File: src/sv/gfis_pkg.sv
// Shared types, constants and GF(2^8) helper functions for the S-box unit.
// Used by gfis_inv_pipe, gfis_affine_stage and gf256_inverse_sbox_unit.
package gfis_pkg;

  localparam int ByteW = 8;

  // Field polynomial x^8 + x^4 + x^3 + x + 1.
  localparam logic [ByteW:0]   FieldPoly      = 9'h11b;
  localparam logic [ByteW-1:0] AffineConst    = 8'h63;
  localparam logic             ApplyAffineRst = 1'b1;

  typedef logic [ByteW-1:0] byte_t;

  // Occupancy of the three inversion stages.
  typedef struct packed {
    logic s1_v;
    logic s2_v;
    logic s3_v;
  } pipe_stat_t;

  // Shift-and-add multiply with reduction after each shift.
  function automatic byte_t gf_mul(input byte_t a, input byte_t b);
    byte_t acc;
    byte_t aa;
    acc = '0;
    aa  = a;
    for (int i = 0; i < ByteW; i++) begin
      if (b[i]) begin
        acc = acc ^ aa;
      end
      aa = {aa[ByteW-2:0], 1'b0} ^ (aa[ByteW-1] ? FieldPoly[ByteW-1:0] : '0);
    end
    return acc;
  endfunction

  // Squaring is linear over GF(2): spread the bits, then reduce.
  function automatic byte_t gf_sq(input byte_t a);
    logic [2*ByteW-2:0] w;
    w = '0;
    for (int i = 0; i < ByteW; i++) begin
      w[2*i] = a[i];
    end
    for (int i = 2*ByteW-2; i >= ByteW; i--) begin
      if (w[i]) begin
        w[i-ByteW +: ByteW+1] = w[i-ByteW +: ByteW+1] ^ FieldPoly;
      end
    end
    return w[ByteW-1:0];
  endfunction

  function automatic byte_t gf_affine(input byte_t b);
    return b ^ {b[6:0], b[7]} ^ {b[5:0], b[7:6]} ^ {b[4:0], b[7:5]}
             ^ {b[3:0], b[7:4]} ^ AffineConst;
  endfunction

endpackage

File: src/sv/gfis_inv_pipe.sv
// Three-stage GF(2^8) inversion pipeline computing a^254 by an addition chain.
// Depends on gfis_pkg for the field multiply and squaring functions.
module gfis_inv_pipe (
  input  logic                   clk,
  input  logic                   rst_n,
  input  logic                   in_valid,
  output logic                   in_ready,
  input  gfis_pkg::byte_t        in_data,
  output logic                   out_valid,
  input  logic                   out_ready,
  output gfis_pkg::byte_t        out_inv,
  output gfis_pkg::pipe_stat_t   stat
);
  import gfis_pkg::*;

  logic  s1_v_r, s2_v_r, s3_v_r;
  logic  rdy1, rdy2, rdy3;
  byte_t s1_a3_r, s1_a4_r;
  byte_t s2_a15_r, s2_a7_r;
  byte_t s3_inv_r;
  byte_t s1_a3_nxt, s1_a4_nxt, s2_a15_nxt, s2_a7_nxt, s3_inv_nxt;

  // A stage may take a new request when it is empty or its content moves on.
  assign rdy3     = !s3_v_r || out_ready;
  assign rdy2     = !s2_v_r || rdy3;
  assign rdy1     = !s1_v_r || rdy2;
  assign in_ready = rdy1;

  // Chain: a^3, then a^15 and a^7, then a^240 * a^14 = a^254. Zero stays zero.
  always_comb begin
    s1_a3_nxt  = gf_mul(gf_sq(in_data), in_data);
    s1_a4_nxt  = gf_sq(gf_sq(in_data));
    s2_a15_nxt = gf_mul(gf_sq(gf_sq(s1_a3_r)), s1_a3_r);
    s2_a7_nxt  = gf_mul(s1_a4_r, s1_a3_r);
    s3_inv_nxt = gf_mul(gf_sq(gf_sq(gf_sq(gf_sq(s2_a15_r)))), gf_sq(s2_a7_r));
  end

  always_ff @(posedge clk) begin
    if (!rst_n) begin
      s1_v_r <= 1'b0;
      s2_v_r <= 1'b0;
      s3_v_r <= 1'b0;
    end else begin
      if (rdy1) begin
        s1_v_r <= in_valid;
      end
      if (rdy2) begin
        s2_v_r <= s1_v_r;
      end
      if (rdy3) begin
        s3_v_r <= s2_v_r;
      end
    end
  end

  always_ff @(posedge clk) begin
    if (rdy1 && in_valid) begin
      s1_a3_r <= s1_a3_nxt;
      s1_a4_r <= s1_a4_nxt;
    end
    if (rdy2 && s1_v_r) begin
      s2_a15_r <= s2_a15_nxt;
      s2_a7_r  <= s2_a7_nxt;
    end
    if (rdy3 && s2_v_r) begin
      s3_inv_r <= s3_inv_nxt;
    end
  end

  assign out_valid = s3_v_r;
  assign out_inv   = s3_inv_r;
  assign stat      = '{s1_v: s1_v_r, s2_v: s2_v_r, s3_v: s3_v_r};

endmodule

File: src/sv/gfis_affine_stage.sv
// Output register stage applying the optional AES affine transform.
// Depends on gfis_pkg for the affine function and byte type.
module gfis_affine_stage (
  input  logic            clk,
  input  logic            rst_n,
  input  logic            in_valid,
  output logic            in_ready,
  input  gfis_pkg::byte_t in_inv,
  input  logic            apply_affine,
  output logic            out_valid,
  input  logic            out_ready,
  output gfis_pkg::byte_t out_result
);
  import gfis_pkg::*;

  logic  out_v_r;
  byte_t out_data_r;
  byte_t out_data_nxt;

  assign in_ready     = !out_v_r || out_ready;
  assign out_data_nxt = apply_affine ? gf_affine(in_inv) : in_inv;

  always_ff @(posedge clk) begin
    if (!rst_n) begin
      out_v_r <= 1'b0;
    end else if (in_ready) begin
      out_v_r <= in_valid;
    end
  end

  always_ff @(posedge clk) begin
    if (in_ready && in_valid) begin
      out_data_r <= out_data_nxt;
    end
  end

  assign out_valid  = out_v_r;
  assign out_result = out_data_r;

endmodule

File: src/sv/gf256_inverse_sbox_unit.sv
// GF(2^8) inverse / AES S-box unit: each request byte is inverted modulo 0x11b
// (zero maps to zero) and, when cfg apply_affine is set, passed through the AES
// affine transform to give the forward S-box value. The unit takes one request
// per clock while in_ready is high; out_valid rises once the request has passed
// the three field-multiply stages of the inversion chain and then the output
// register, the first stage being loaded at the accepting edge itself.
// Each stage stalls independently, so bubbles are filled and a full pipeline
// holds four requests while out_ready is low. The mode register resets to 1.
// Depends on gfis_pkg, gfis_inv_pipe and gfis_affine_stage.
module gf256_inverse_sbox_unit (
  input  logic            clk,
  input  logic            rst_n,
  input  logic            cfg_wr_en,
  input  logic            cfg_wr_data,
  input  logic            in_valid,
  output logic            in_ready,
  input  gfis_pkg::byte_t in_data_byte,
  output logic            out_valid,
  input  logic            out_ready,
  output gfis_pkg::byte_t out_result_byte
);
  import gfis_pkg::*;

  logic       apply_affine_r;
  logic       inv_valid, inv_ready;
  byte_t      inv_data;
  pipe_stat_t stat;

  always_ff @(posedge clk) begin
    if (!rst_n) begin
      apply_affine_r <= ApplyAffineRst;
    end else if (cfg_wr_en) begin
      apply_affine_r <= cfg_wr_data;
    end
  end

  gfis_inv_pipe u_inv (
    .clk       (clk),
    .rst_n     (rst_n),
    .in_valid  (in_valid),
    .in_ready  (in_ready),
    .in_data   (in_data_byte),
    .out_valid (inv_valid),
    .out_ready (inv_ready),
    .out_inv   (inv_data),
    .stat      (stat)
  );

  gfis_affine_stage u_aff (
    .clk          (clk),
    .rst_n        (rst_n),
    .in_valid     (inv_valid),
    .in_ready     (inv_ready),
    .in_inv       (inv_data),
    .apply_affine (apply_affine_r),
    .out_valid    (out_valid),
    .out_ready    (out_ready),
    .out_result   (out_result_byte)
  );

`ifndef SYNTH
  // An empty output register means every stage can move, so input is open.
  a_ready_when_drained: assert property (@(posedge clk) disable iff (!rst_n)
    !out_valid |-> in_ready)
    else $error("in_ready low while the output stage is empty");

  // A full, stalled pipeline must refuse new requests.
  a_full_blocks_input: assert property (@(posedge clk) disable iff (!rst_n)
    (stat.s1_v && stat.s2_v && stat.s3_v && out_valid && !out_ready) |-> !in_ready)
    else $error("request accepted into a full stalled pipeline");

  // A result can only appear from an occupied last inversion stage.
  a_out_from_stage3: assert property (@(posedge clk) disable iff (!rst_n)
    $rose(out_valid) |-> $past(stat.s3_v))
    else $error("out_valid rose without a request in the last stage");
`endif

endmodule

File: config.mk
export PLATFORM = sky130hd
export DESIGN_NAME = gf256_inverse_sbox_unit
export DESIGN_NICKNAME = d
export VERILOG_FILES = /design/src/sv/gfis_pkg.sv /design/src/sv/gfis_inv_pipe.sv /design/src/sv/gfis_affine_stage.sv /design/src/sv/gf256_inverse_sbox_unit.sv
export SDC_FILE = /design/constraint.sdc
export NUM_CORES = 1
export LEC_CHECK = 0
export CAP_MARGIN = 10
export CORE_UTILIZATION = 30
export CTS_CLUSTER_SIZE = 10
export DETAILED_ROUTE_END_ITERATION = 16
export DONT_BUFFER_PORTS = 1
export SLEW_MARGIN = 20
export SYNTH_ARGS = -nofsm -noshare
export SYNTH_HDL_FRONTEND = slang
export SYNTH_SLANG_ARGS = --single-unit
File: constraint.sdc
create_clock -name clk -period 4.11 [get_ports clk]
set_input_delay 1.233 -clock clk [delete_from_list [all_inputs] [get_ports clk]]
set_output_delay 1.233 -clock clk [all_outputs]
set_load 0.05 [all_outputs]
==> key figures <==
Die
  • Die Ht: 163 microns
  • IO Count: 24
  • Full die area: 26,700 sq um
  • Core footprint: 25,300 sq um
  • Starting Density: 30.8%
  • Num rows: 58
  • Die W: 163 microns

Worst setup path
  • Worst r2r src: u_inv.s2_a15_r[5]
  • Critical Path Sink Type: output port
  • Setup slack, reg-to-reg: 0.96 ns
  • CP required: 2.88 ns
  • Critical path startpoint: out_ready
  • RR Endpoint: u_inv.out_inv[5]
  • Worst-path fanout max: 6
  • Startpoint types: primary input
  • Worst r2r path cells: 7
  • Critical Path AT: 2.24 ns
  • Critical Path End: in_ready
  • Critical path type: primary input to output port

STA
  • Minimum clock period: 3.47 ns
  • Final Cycle Share: 84.5%
  • RSZ-0062 raised after global routing: false
  • Worst Max-Slew Pin Slew: 0.967 ns
  • Max-slew violation count: 0
  • Max Clk Rate: 288 MHz
  • Final hold violation count: 0
  • Max_slew headroom: 35.1%
  • Final setup fails: 0
  • Worst setup margin: 0.637 ns
  • Aggregate negative setup slack: 0 ns
  • Worst setup skew after layout: 0.00660 ns

Synthesis
  • Post-synthesis compound-gate area fraction: 16.7%
  • Post-synthesis xor/xnor area fraction: 39.1%
  • Mean Syn Cell Area: 7.80 sq um
  • Synthesis Warnings: 0
  • Post-Syn Area: 7810 sq um
  • Ys async rst share: 0%
  • Seq/Total Area, Yosys: 19.7%
  • Post-Synth Simple-Gate Area: 15.6%
  • Dominant synthesized flop cell: edfxtp_1
  • Main combinational cell family by area after synthesis: XOR/XNOR gates
  • Post-synthesis mux area share: 3.04%
  • Synthesized net count: 1,016
  • Area contributors post-synth: xnor2_1 (26%), edfxtp_1 (18%), xor2_1 (8.1%), nand2_1 (6.0%), nor2_1 (4.2%)
  • Post-synth top area share: 26.0%
  • Adder-cell share of the synthesized area: 0.417%
  • Cell count after synthesis: 1,001
  • Flops & latches, synth: 53
  • Post-synth top area cell: xnor2_1
  • Post-synth cell types: 67
  • Number of flops mapped to enable cells by yosys: 48

Clock network
  • Clock Path Buffers: 2
  • Post-cts sizing count: 0
  • Clock transition at path regs: 0.07 ns
  • Post-CTS Repair Setup Buffers: 0
  • TritonCTS Buffers: 5
  • # H-tree levels: 2
  • Worst skew pair latency: 0.31 ns
  • CTS tree: built
  • Root Driver: clkbuf_16
  • Clock Sinks: 53
  • Post-CTS Hold Buffers: 0

Detailed routing
  • Pre-antenna DRT Iters: 5
  • DRC Markers: 0
  • Antenna-violating nets left: 0
  • Drt initial violations: 293
  • Vias per cell: 4.98
  • DR WL/cell: 14.2 microns
  • WL final: 18,100 microns
  • Via count: 6,336

Global routing
  • Grt ovf: 0
  • Vias in the first global route: 5,966
  • Largest net degree at the start of global routing: 43
  • Initial antenna violation count: 0
  • First-pass GRT wire length: 30,400 microns
  • Total Routing Usage GR: 13.8%

Place
  • Area after DPL: 8010 sq um
  • Gpl congestion: 0.844
  • Dpl hpwl: 13,100 microns
  • PortBufs: 0
  • Pre-CTS WS: 0.639 ns

Finish
  • Fillers: 2,639
  • Post-route design area: 8150 sq um
  • Area delta synth->final: 4.44%
  • Nets: 956
  • Most common cell after layout, fill and taps aside: xnor2_1
  • Number of diodes: 0
  • Layout cells sized above 1: 4.03%
  • Most frequent cells in the layout: xnor2_1 (232), nand2_1 (124), nor2_1 (87)

Flow run
  • Max-cap violations: 0

Status
  • Status: finished, final reports clean

Hold path
  • Min-Delay Path Class: register to register
  • Hold path cells: 1
==> state kept, by name (all words and copies together), names as in the netlist <==
name	flops
u_aff.out_result	8
u_inv.out_inv	8
u_inv.s1_a3_r	8
u_inv.s1_a4_r	8
u_inv.s2_a15_r	8
u_inv.s2_a7_r	8
apply_affine_r	1
u_aff.out_valid	1
u_inv.out_valid	1
u_inv.s1_v_r	1
u_inv.s2_v_r	1
==> cell usage after synthesis, drive strengths merged, types with 3 or more instances <==
| cell type | n |
|---|---|
| xnor2 | 233 |
| nand2 | 124 |
| nor2 | 87 |
| xor2 | 72 |
| o21ai | 63 |
| a21oi | 56 |
| clkbuf | 52 |
| edfxtp | 48 |
| buf | 30 |
| nand3 | 24 |
| inv | 23 |
| mux2i | 20 |
| a22oi | 17 |
| xnor3 | 12 |
| a31oi | 11 |
| nor3 | 11 |
| a211oi | 9 |
| nand2b | 9 |
| o22ai | 9 |
| nor2b | 8 |
| a221oi | 6 |
| dfxtp | 5 |
| a21boi | 4 |
| a21o | 4 |
| a32oi | 4 |
| and2 | 4 |
| o211ai | 4 |
| or3 | 4 |
| xor3 | 4 |
| a2bb2oi | 3 |
| and3 | 3 |
| mux2 | 3 |
| o21a | 3 |
| o221ai | 3 |
==> metrics by stage <==
step	util [%]	instances	hold slack [ns]
3_3_place_gp	31.6	1264	0.470
6_report	32.2	1272	0.487
5_1_grt	32.2	1272	0.505
4_1_cts	32.2	1272	0.489
3_5_place_dp	31.6	1264	0.468
2_1_floorplan	-	1001	0.448
==> critical path, cell delays in order <==
cell	delay, ns
nor2b_1	0.17
and2_0	0.33
nand3_1	0.50
==> worst min-delay path by stage <==
stage / start / end / slack (ns)
2_1_floorplan: u_inv.out_valid / u_aff.out_valid / 0.45
3_3_place_gp: u_inv.out_valid / u_aff.out_valid / 0.47
3_5_place_dp: u_inv.out_valid / u_aff.out_valid / 0.47
4_1_cts: u_inv.out_valid / u_aff.out_valid / 0.49
5_1_grt: u_inv.out_valid / u_aff.out_valid / 0.50
6_report: u_inv.out_valid / u_aff.out_valid / 0.49
==> logic make-up after synthesis <==
group | after synthesis
AO/OA/AOI/OAI | 210
XOR/XNOR | 321
adder cells (fa/ha/maj) | 3
buffers and inverters | 107
flip-flops | 53
multiplexers | 23
AND/OR/NAND/NOR | 284
==> cell type report <==
cell class	count	area, sq um	share of cell area, %
Clock buffer	6	129	1.58
Sequential cell	53	1540	18.9
Multi-Input combinational cell	841	5850	71.8
Clock inverter	2	13.8	0.169
Tap cell	330	413	5.06
Timing Repair Buffer	15	113	1.38
Inverter	25	93.8	1.15
==> routing by layer <==
layer  wire length, microns  GRT usage (%)  part of all wire [%]  vias up
li1                       -              -                     -     3260
met1                   7970           17.2                    44     2925
met2                   9240           25.3                    51      129
met3                    679           1.73                   3.7       22
met4                    226           2.72                   1.2        0
met5                      0              0                     0        -
Power is left out: the tool's default activity adds up to more than one toggle a clock period on the data nets, which glitch-free logic cannot reach.
